File: config.mk
export PLATFORM = sky130hd
export DESIGN_NAME = exchange_sort_engine
export DESIGN_NICKNAME = d
export VERILOG_FILES = /design/src/sv/ese_pkg.sv /design/src/sv/ese_fifo.sv /design/src/sv/ese_front.sv /design/src/sv/ese_back.sv /design/src/sv/exchange_sort_engine.sv
export SDC_FILE = /design/constraint.sdc
export NUM_CORES = 2
export LEC_CHECK = 0
export ABC_AREA = 1
export BUFFER_PORTS_ARGS = -buffer_cell sky130_fd_sc_hd__buf_2
export CAP_MARGIN = 20
export CORE_MARGIN = 8
export CORE_UTILIZATION = 40
export DETAILED_ROUTE_END_ITERATION = 16
export PLACE_DENSITY = 0.61
export SYNTH_ARGS = -nofsm -noshare
export SYNTH_HDL_FRONTEND = slang
export SYNTH_SLANG_ARGS = --single-unit
export TNS_END_PERCENT = 1
File: constraint.sdc
create_clock -name clk_i -period 5.74 [get_ports clk_i]
set_input_delay 0.861 -clock clk_i [delete_from_list [all_inputs] [get_ports clk_i]]
set_output_delay 0.861 -clock clk_i [all_outputs]
set_load 0.02 [all_outputs]
File: src/sv/ese_pkg.sv
// ----------------------------------------------------------------------------
// ese_pkg
// Types and constants shared by the exchange sort engine modules.
// ----------------------------------------------------------------------------
package ese_pkg;

  localparam int VALUE_W       = 32;
  localparam int DEPTH_DEF     = 64;
  localparam int IN_Q_ENTRIES  = 2;
  localparam int RES_Q_ENTRIES = 4;
  localparam int RES_CNT_W     = $clog2(RES_Q_ENTRIES + 1);

  // Classified item handed from the front to the back
  typedef struct packed {
    logic signed [VALUE_W-1:0] value;
    logic                      last;
    logic                      keep;
  } item_t;

  // One sorted result waiting for the consumer
  typedef struct packed {
    logic signed [VALUE_W-1:0] value;
    logic                      eol;
    logic                      ovf;
  } result_t;

  // Back-end sequencer states
  typedef enum logic [2:0] {
    ST_FILL,
    ST_RDI,
    ST_LDI,
    ST_SCAN,
    ST_WRI,
    ST_EMIT
  } state_e;

endpackage

File: src/sv/ese_fifo.sv
// ----------------------------------------------------------------------------
// ese_fifo
// Small register queue with count, used between the pipeline parts.
// ----------------------------------------------------------------------------
module ese_fifo #(
  parameter int WIDTH   = 8,
  parameter int ENTRIES = 2
) (
  input  logic                             clk_i,
  input  logic                             rst_ni,
  input  logic                             push_i,
  input  logic [WIDTH-1:0]                 wdata_i,
  input  logic                             pop_i,
  output logic [WIDTH-1:0]                 rdata_o,
  output logic                             full_o,
  output logic                             empty_o,
  output logic [$clog2(ENTRIES+1)-1:0]     count_o
);

  localparam int PTR_W = $clog2(ENTRIES);
  localparam int CNT_W = $clog2(ENTRIES + 1);

  logic [WIDTH-1:0] slot_q [ENTRIES];
  logic [PTR_W-1:0] wr_ptr_q, rd_ptr_q;
  logic [CNT_W-1:0] cnt_q;
  logic             do_push, do_pop;

  assign full_o  = (cnt_q == CNT_W'(ENTRIES));
  assign empty_o = (cnt_q == '0);
  assign count_o = cnt_q;
  assign rdata_o = slot_q[rd_ptr_q];
  assign do_push = push_i && !full_o;
  assign do_pop  = pop_i && !empty_o;

  // Store the pushed item
  always_ff @(posedge clk_i) begin
    if (do_push) begin
      slot_q[wr_ptr_q] <= wdata_i;
    end
  end

  // Advance pointers and count
  always_ff @(posedge clk_i or negedge rst_ni) begin
    if (!rst_ni) begin
      wr_ptr_q <= '0;
      rd_ptr_q <= '0;
      cnt_q    <= '0;
    end else begin
      if (do_push) begin
        wr_ptr_q <= wr_ptr_q + PTR_W'(1);
      end
      if (do_pop) begin
        rd_ptr_q <= rd_ptr_q + PTR_W'(1);
      end
      if (do_push && !do_pop) begin
        cnt_q <= cnt_q + CNT_W'(1);
      end else if (do_pop && !do_push) begin
        cnt_q <= cnt_q - CNT_W'(1);
      end
    end
  end

endmodule

File: src/sv/ese_front.sv
// ----------------------------------------------------------------------------
// ese_front
// Accepts list items, marks each as kept or dropped by list position.
// ----------------------------------------------------------------------------
module ese_front #(
  parameter int DEPTH = ese_pkg::DEPTH_DEF
) (
  input  logic                                clk_i,
  input  logic                                rst_ni,
  input  logic                                push_i,
  input  logic signed [ese_pkg::VALUE_W-1:0]  value_i,
  input  logic                                is_last_i,
  input  logic                                q_full_i,
  output logic                                full_o,
  output logic                                q_push_o,
  output ese_pkg::item_t                      q_item_o
);

  localparam int CNT_W = $clog2(DEPTH + 1);

  logic [CNT_W-1:0] fcnt_q, fcnt_d;
  logic             accept;

  assign full_o   = q_full_i;
  assign accept   = push_i && !q_full_i;
  assign q_push_o = accept;

  // Classify: keep while the list still fits the buffer
  always_comb begin
    q_item_o.value = value_i;
    q_item_o.last  = is_last_i;
    q_item_o.keep  = (fcnt_q < CNT_W'(DEPTH));
  end

  // Track list position, restart after the last item
  always_comb begin
    fcnt_d = fcnt_q;
    if (accept) begin
      if (is_last_i) begin
        fcnt_d = '0;
      end else if (q_item_o.keep) begin
        fcnt_d = fcnt_q + CNT_W'(1);
      end
    end
  end

  always_ff @(posedge clk_i or negedge rst_ni) begin
    if (!rst_ni) begin
      fcnt_q <= '0;
    end else begin
      fcnt_q <= fcnt_d;
    end
  end

endmodule

File: src/sv/ese_back.sv
// ----------------------------------------------------------------------------
// ese_back
// Buffers a list, sorts it in place by exchange sort, emits it in order.
// ----------------------------------------------------------------------------
module ese_back #(
  parameter int DEPTH = ese_pkg::DEPTH_DEF
) (
  input  logic                            clk_i,
  input  logic                            rst_ni,
  input  logic                            q_empty_i,
  input  ese_pkg::item_t                  q_item_i,
  output logic                            q_pop_o,
  input  logic [ese_pkg::RES_CNT_W-1:0]   res_count_i,
  output logic                            res_push_o,
  output ese_pkg::result_t                res_item_o
);

  localparam int IDX_W = $clog2(DEPTH);
  localparam int CNT_W = $clog2(DEPTH + 1);
  localparam int RCW   = ese_pkg::RES_CNT_W;

  ese_pkg::state_e state_q, state_d;

  logic signed [ese_pkg::VALUE_W-1:0] mem [DEPTH];
  logic signed [ese_pkg::VALUE_W-1:0] rd_q;
  logic signed [ese_pkg::VALUE_W-1:0] cur_q, cur_d;
  logic signed [ese_pkg::VALUE_W-1:0] wdata;
  logic [IDX_W-1:0] waddr, raddr;
  logic             we, re;

  logic [CNT_W-1:0] cnt_q, cnt_d;
  logic [IDX_W-1:0] i_q, i_d;
  logic [CNT_W-1:0] j_q, j_d;
  logic [CNT_W-1:0] k_q, k_d;
  logic             ovf_q, ovf_d;
  logic             pend_q, pend_d;
  logic             pend_eol_q, pend_eol_d;
  logic             pend_ovf_q, pend_ovf_d;

  logic fill_take, fill_last, scan_end, last_pair, credit, emit_go, emit_last, swap;

  // Status terms
  assign fill_take = (state_q == ese_pkg::ST_FILL) && !q_empty_i;
  assign fill_last = fill_take && q_item_i.last;
  assign scan_end  = (j_q == cnt_q);
  assign last_pair = ((CNT_W'(i_q) + CNT_W'(2)) == cnt_q);
  assign credit    = ((res_count_i + RCW'(pend_q)) < RCW'(ese_pkg::RES_Q_ENTRIES));
  assign emit_go   = (state_q == ese_pkg::ST_EMIT) && credit;
  assign emit_last = ((k_q + CNT_W'(1)) == cnt_q);
  assign swap      = (cur_q > rd_q);

  // Next state
  always_comb begin
    state_d = state_q;
    unique case (state_q)
      ese_pkg::ST_FILL: begin
        if (fill_last) begin
          state_d = (cnt_q == '0) ? ese_pkg::ST_EMIT : ese_pkg::ST_RDI;
        end
      end
      ese_pkg::ST_RDI:  state_d = ese_pkg::ST_LDI;
      ese_pkg::ST_LDI:  state_d = ese_pkg::ST_SCAN;
      ese_pkg::ST_SCAN: begin
        if (scan_end) begin
          state_d = ese_pkg::ST_WRI;
        end
      end
      ese_pkg::ST_WRI: begin
        state_d = last_pair ? ese_pkg::ST_EMIT : ese_pkg::ST_RDI;
      end
      ese_pkg::ST_EMIT: begin
        if (emit_go && emit_last) begin
          state_d = ese_pkg::ST_FILL;
        end
      end
      default: state_d = ese_pkg::ST_FILL;
    endcase
  end

  // Datapath control and register updates
  always_comb begin
    q_pop_o    = 1'b0;
    we         = 1'b0;
    waddr      = '0;
    wdata      = cur_q;
    re         = 1'b0;
    raddr      = '0;
    cnt_d      = cnt_q;
    ovf_d      = ovf_q;
    i_d        = i_q;
    j_d        = j_q;
    k_d        = '0;
    cur_d      = cur_q;
    pend_d     = 1'b0;
    pend_eol_d = pend_eol_q;
    pend_ovf_d = pend_ovf_q;
    unique case (state_q)
      ese_pkg::ST_FILL: begin
        // Store kept items, note dropped ones
        if (fill_take) begin
          q_pop_o = 1'b1;
          if (q_item_i.keep) begin
            we    = 1'b1;
            waddr = IDX_W'(cnt_q);
            wdata = q_item_i.value;
            cnt_d = cnt_q + CNT_W'(1);
          end else begin
            ovf_d = 1'b1;
          end
          i_d = '0;
          j_d = CNT_W'(1);
        end
      end
      ese_pkg::ST_RDI: begin
        // Fetch the head of the pass
        re    = 1'b1;
        raddr = i_q;
      end
      ese_pkg::ST_LDI: begin
        // Latch the head, fetch the first later entry
        cur_d = rd_q;
        re    = 1'b1;
        raddr = IDX_W'(j_q);
        j_d   = j_q + CNT_W'(1);
      end
      ese_pkg::ST_SCAN: begin
        // Compare, swap the larger into the later slot, fetch the next
        if (swap) begin
          we    = 1'b1;
          waddr = IDX_W'(j_q - CNT_W'(1));
          wdata = cur_q;
          cur_d = rd_q;
        end
        if (!scan_end) begin
          re    = 1'b1;
          raddr = IDX_W'(j_q);
          j_d   = j_q + CNT_W'(1);
        end
      end
      ese_pkg::ST_WRI: begin
        // Retire the head of the pass
        we    = 1'b1;
        waddr = i_q;
        wdata = cur_q;
        i_d   = i_q + IDX_W'(1);
        j_d   = CNT_W'(i_q) + CNT_W'(2);
      end
      ese_pkg::ST_EMIT: begin
        // Read out in order while the result queue has room
        k_d = k_q;
        if (emit_go) begin
          re         = 1'b1;
          raddr      = IDX_W'(k_q);
          k_d        = k_q + CNT_W'(1);
          pend_d     = 1'b1;
          pend_eol_d = emit_last;
          pend_ovf_d = ovf_q;
          if (emit_last) begin
            cnt_d = '0;
            ovf_d = 1'b0;
          end
        end
      end
      default: ;
    endcase
  end

  // Forward the fetched element into the result queue
  assign res_push_o       = pend_q;
  assign res_item_o.value = rd_q;
  assign res_item_o.eol   = pend_eol_q;
  assign res_item_o.ovf   = pend_ovf_q;

  // Element buffer: one write and one registered read per cycle
  always_ff @(posedge clk_i) begin
    if (we) begin
      mem[waddr] <= wdata;
    end
    if (re) begin
      rd_q <= mem[raddr];
    end
  end

  // Payload registers
  always_ff @(posedge clk_i) begin
    cur_q      <= cur_d;
    i_q        <= i_d;
    j_q        <= j_d;
    pend_eol_q <= pend_eol_d;
    pend_ovf_q <= pend_ovf_d;
  end

  // Control registers
  always_ff @(posedge clk_i or negedge rst_ni) begin
    if (!rst_ni) begin
      state_q <= ese_pkg::ST_FILL;
      cnt_q   <= '0;
      ovf_q   <= 1'b0;
      k_q     <= '0;
      pend_q  <= 1'b0;
    end else begin
      state_q <= state_d;
      cnt_q   <= cnt_d;
      ovf_q   <= ovf_d;
      k_q     <= k_d;
      pend_q  <= pend_d;
    end
  end

endmodule

File: src/sv/exchange_sort_engine.sv
// ----------------------------------------------------------------------------
// exchange_sort_engine
// Collects a list of signed values, sorts it ascending, returns it in order.
//
//   channel   direction  handshake         payload
//   input     in         push / full       value_i, is_last_i
//   result    out        pop / empty       sorted_value_o, end_of_list_o,
//                                          overflow_o
//
// A list of stored items is loaded, sorted with the single compare unit and
// its buffer port, and then read out.
// Items of the next list are taken into a two-entry queue while a list is
// sorted; full holds once that queue fills. A stalled consumer holds the
// read-out only; rst_ni clears all control state at once.
// ----------------------------------------------------------------------------
module exchange_sort_engine #(
  parameter int DEPTH = ese_pkg::DEPTH_DEF
) (
  input  logic                               clk_i,
  input  logic                               rst_ni,
  input  logic                               push,
  output logic                               full,
  input  logic signed [ese_pkg::VALUE_W-1:0] value_i,
  input  logic                               is_last_i,
  output logic                               empty,
  input  logic                               pop,
  output logic signed [ese_pkg::VALUE_W-1:0] sorted_value_o,
  output logic                               end_of_list_o,
  output logic                               overflow_o
);

  localparam int ITEM_W = $bits(ese_pkg::item_t);
  localparam int RES_W  = $bits(ese_pkg::result_t);

  ese_pkg::item_t                 fr_item, bk_item;
  ese_pkg::result_t               bk_res, out_res;
  logic [ITEM_W-1:0]              bk_item_bits;
  logic [RES_W-1:0]               out_res_bits;
  logic                           fr_push, q_full, q_empty, q_pop;
  logic                           res_push;
  logic [ese_pkg::RES_CNT_W-1:0]  res_count;

  // Front: accept and classify
  ese_front #(
    .DEPTH (DEPTH)
  ) u_front (
    .clk_i     (clk_i),
    .rst_ni    (rst_ni),
    .push_i    (push),
    .value_i   (value_i),
    .is_last_i (is_last_i),
    .q_full_i  (q_full),
    .full_o    (full),
    .q_push_o  (fr_push),
    .q_item_o  (fr_item)
  );

  // Queue between front and back
  ese_fifo #(
    .WIDTH   (ITEM_W),
    .ENTRIES (ese_pkg::IN_Q_ENTRIES)
  ) u_in_q (
    .clk_i   (clk_i),
    .rst_ni  (rst_ni),
    .push_i  (fr_push),
    .wdata_i (fr_item),
    .pop_i   (q_pop),
    .rdata_o (bk_item_bits),
    .full_o  (q_full),
    .empty_o (q_empty),
    .count_o ()
  );

  assign bk_item = ese_pkg::item_t'(bk_item_bits);

  // Back: buffer, sort, read out
  ese_back #(
    .DEPTH (DEPTH)
  ) u_back (
    .clk_i       (clk_i),
    .rst_ni      (rst_ni),
    .q_empty_i   (q_empty),
    .q_item_i    (bk_item),
    .q_pop_o     (q_pop),
    .res_count_i (res_count),
    .res_push_o  (res_push),
    .res_item_o  (bk_res)
  );

  // Result queue toward the consumer
  ese_fifo #(
    .WIDTH   (RES_W),
    .ENTRIES (ese_pkg::RES_Q_ENTRIES)
  ) u_res_q (
    .clk_i   (clk_i),
    .rst_ni  (rst_ni),
    .push_i  (res_push),
    .wdata_i (bk_res),
    .pop_i   (pop),
    .rdata_o (out_res_bits),
    .full_o  (),
    .empty_o (empty),
    .count_o (res_count)
  );

  assign out_res        = ese_pkg::result_t'(out_res_bits);
  assign sorted_value_o = out_res.value;
  assign end_of_list_o  = out_res.eol;
  assign overflow_o     = out_res.ovf;

endmodule

==> flow_metrics.env <==
export IMPL_worst_setup_path_start_kind="register"
export IMPL_gp_routability_congestion=0.932
export IMPL_power_frac_seq_pct=31.5
export IMPL_synth_compound_area_share_pct=1.22
export IMPL_power_uw=79400
export IMPL_share_comb_of_total_power_pct=48.3
export IMPL_hold_viol_final=0
export IMPL_cts_root_buf="clkbuf_16"
export IMPL_max_slew_margin_pct=18.8
export IMPL_cts_tree="yes"
export IMPL_mappedNetlistArea_um2=107000
export IMPL_hpwl_um=185000
export IMPL_synth_top_family_by_area="simple AND/OR/NAND/NOR gates"
export IMPL_crit_required_ps=6360
export IMPL_antenna_found_initial=12
export IMPL_yosysUniqueCellTypes=47
export IMPL_die_w_um=533
export IMPL_peakVddDrop_mv=0.789
export IMPL_status="complete, no violations"
export IMPL_drive_gt1_share_pct=7.98
export IMPL_wl_per_cell_um=23.8
export IMPL_postPlaceCellArea_um2=113000
export IMPL_yosys_register_bits=2368
export IMPL_gr_total_overflow=0
export IMPL_core_area_um2=265000
export IMPL_track_usage_pct=22.2
export IMPL_post_cts_buffers=0
export IMPL_vias=76639
export IMPL_drt_iter0_markers=10520
export IMPL_wl_met2_um=144000
export IMPL_cap_violations=0
export IMPL_cts_sinks=2368
export IMPL_holdBufCountCts=0
export IMPL_async_flop_share_pct=1.56
export IMPL_clkPwrFrac_pct=20.2
export IMPL_syn_area_per_cell_um2=10.6
export IMPL_rows=189
export IMPL_p_sw_share_pct=45.9
export IMPL_tightest_slew_ps=1220
export IMPL_cp_end_kind="register"
export IMPL_cts_max_path_buffers=4
export IMPL_netlist_instances=10100
export IMPL_powerDensity_nw_per_um2=658
export IMPL_die_height_um=533
export IMPL_drc=0
export IMPL_hp_class="in2async"
export IMPL_worstSetupPathType="reg2reg"
export IMPL_fin_area_um2=121000
export IMPL_synth_nets=10184
export IMPL_min_period_ps=5040
export IMPL_grt_first_pass_wirelength_um=482000
export IMPL_final_period_utilization_pct=87.9
export IMPL_cp_arrival_ps=5660
export IMPL_grt_max_degree=189
export IMPL_initial_utilization_pct=40.2
export IMPL_p_leak_uw=0.0488
export IMPL_path_max_fanout=17
export IMPL_nets=10083
export IMPL_die_area_um2=284000
export IMPL_cts_resized=0
export IMPL_insertion_delay_ps=940
export IMPL_htreeDepth=5
export IMPL_vias_per_cell=5.59
export IMPL_synthAdderAreaFrac_pct=0.558
export IMPL_p_switching_uw=36400
export IMPL_rr_worst_depth=19
export IMPL_synthMuxAreaShare_pct=0.0199
export IMPL_synthSimpleGateAreaFrac_pct=20.9
export IMPL_synth_edff_count=2331
export IMPL_synthXorXnorAreaFrac_pct=0.294
export IMPL_rrSetupSlack_ps=700
export IMPL_port_buffers=72
export IMPL_synth_flop_cell="edfxtp_1"
export IMPL_clkTransAtPathRegs_ps=60
export IMPL_first_global_vias=72629
export IMPL_finalSetupViolCount=0
export IMPL_ys_warnings_count=0
export IMPL_firstDrtPassIters=6
export IMPL_r2r_end="u_back.mem[25][26]"
export IMPL_top_layer_used="met5"
export IMPL_max_freq_mhz=198
export IMPL_cts_buffers=276
export IMPL_io_pins=73
export IMPL_fin_skew_ps=86.3
export IMPL_wl_met1_um=135000
export IMPL_report_final_slew_viol_count=0
export IMPL_final_setup_tns_ps=0
export IMPL_ant_nets=0
export IMPL_r2r_start="u_back.rd_q[31]"
export IMPL_rsz0062_at_grt="no"
export IMPL_fillers=24215
export IMPL_finalWirelength_um=326000
export IMPL_ys_seq_area_share_pct=66.5
export IMPL_fin_hold_ws_ps=66.4
export IMPL_areaGrowthSynthToFinish_pct=13.0
export IMPL_dr_wl_met3_um=32500
export IMPL_intPower_uw=43000
[state kept, by name, indices dropped and copies added, names as in the netlist, 32 cells and up]
name and flops:
u_back.cur_q 32, u_back.rd_q 32, u_back.mem 2048, u_res_q.slot_q 136, u_in_q.slot_q 68
[cell usage in the layout (no fill, tap or decap), types with 4 or more instances in the layout]
cell | synthesis | final
a21oi_1 | 30 | 30
a22oi_1 | 6 | 6
a31oi_4 | 0 | 32
buf_12 | 0 | 92
buf_2 | 324 | 72
buf_4 | 14 | 169
bufinv_16 | 0 | 8
clkbuf_1 | 306 | 57
clkbuf_16 | 0 | 281
clkbuf_8 | 0 | 4
clkinv_1 | 0 | 64
clkinv_2 | 0 | 31
clkinvlp_4 | 0 | 6
dfrtp_1 | 37 | 36
diode_2 | 0 | 6
edfxtp_1 | 2331 | 2331
ha_1 | 46 | 46
inv_1 | 2149 | 2148
inv_2 | 18 | 16
nand2_1 | 1235 | 1235
nand3_1 | 2016 | 2014
nand4_1 | 1037 | 1037
nor2_1 | 223 | 153
nor2_2 | 2 | 6
nor2_4 | 3 | 69
nor3_1 | 11 | 10
o21ai_0 | 94 | 94
o22ai_1 | 43 | 43
o31ai_1 | 5 | 5
xnor2_1 | 8 | 8
xor2_1 | 26 | 26
[worst max-delay path, cell delays in order, from the launching register on]
cell and delay [ps]:
edfxtp_1 420, inv_1 70, ha_1 350, nand2_1 100
nor2_1 190, nand4_1 180, nor4_1 420, nand2_1 180
nand2_1 100, nand2_1 50, nand2_1 180, inv_2 90
nand2_1 130, inv_2 60, nand2_1 70, nand2_1 130
inv_1 110, nand3_1 680, nor2_4 930, buf_12 250
[kinds of logic (layout without fill, tap and decap cells)]
group	count (synthesis)	after routing
xor gates and xnor gates	35	35
muxes	2	2
AOI/OAI and AO/OA	226	226
other	0	6
adders and majority gates	47	47
DFF	2368	2368
and+or+nand+nor	4541	4541
buffers and inverters	2881	2958
[final cells by class]
cell class	instances	area [µm²]	area share (%)
Antenna cell	6	15.0	0.0124
Inverter	2167	8150	6.76
Sequential cell	2368	70900	58.8
Clock buffer	342	7300	6.05
Clock inverter	114	739	0.613
Timing Repair Buffer	335	3530	2.92
Tap cell	3533	4420	3.66
Multi-Input combinational cell	4851	25600	21.2
[worst max path at each step]
| stage | startpoint | to | slack [ps] | depth (start not counted) |
|---|---|---|---|---|
| after CTS | u_back.rd_q[31] | u_back.mem[59][30] | 790 | 17 |
| final | u_back.rd_q[31] | u_back.mem[25][26] | 700 | 19 |
| after global routing | u_back.rd_q[31] | u_back.mem[26][21] | 380 | 19 |
| after floorplan | u_back.state_q[0] | u_back.mem[0][13] | 1510 | 11 |
| after detailed placement | u_back.rd_q[31] | u_back.mem[59][26] | 860 | 17 |
| after global placement | u_back.rd_q[31] | u_back.mem[59][26] | 920 | 17 |
[cell usage after synthesis (all sizes together) (3+ instances only)]
cell,n,area share [%]
a21oi,31,0.15
a22oi,6,0.042
a31oi,35,0.21
buf,408,1.9
clkbuf,306,1.1
dfrtp,37,0.87
edfxtp,2331,66
ha,46,0.54
inv,2167,7.6
nand2,1238,4.4
nand3,2019,9.5
nand4,1037,6.1
nor2,228,0.83
nor3,11,0.052
nor4,3,0.018
o21ai,96,0.45
o22ai,43,0.25
o31ai,5,0.035
xnor2,8,0.066
xor2,27,0.23
[per-layer routing]
metal | up-vias | track usage, %
met2 | 4009 | 33.2
li1 | 34473 | -
met5 | - | 0
met3 | 590 | 4.73
met4 | 4 | 9.82
met1 | 37563 | 31.2
[power by group through the flow]
stage,Combinational [µW],Clock [µW],Sequential (µW)
after global routing,40500,16900,25100
after CTS,37600,16300,25000
final,38400,16000,25000
after global placement,37100,0,25200
after floorplan,20400,0,25500
after detailed placement,37500,0,25300
[per-stage QoR]
stage               utilization [%]  setup WS (ps)  cells
finish                         45.5            695  13716
global route                   45.5            385  13711
CTS                            45.5            788  13709
detailed placement             42.4            862  13253
global placement               42.4            921  13251
floorplan                         -           1510  10100
Note: power is estimated with default switching activity, not from simulation.
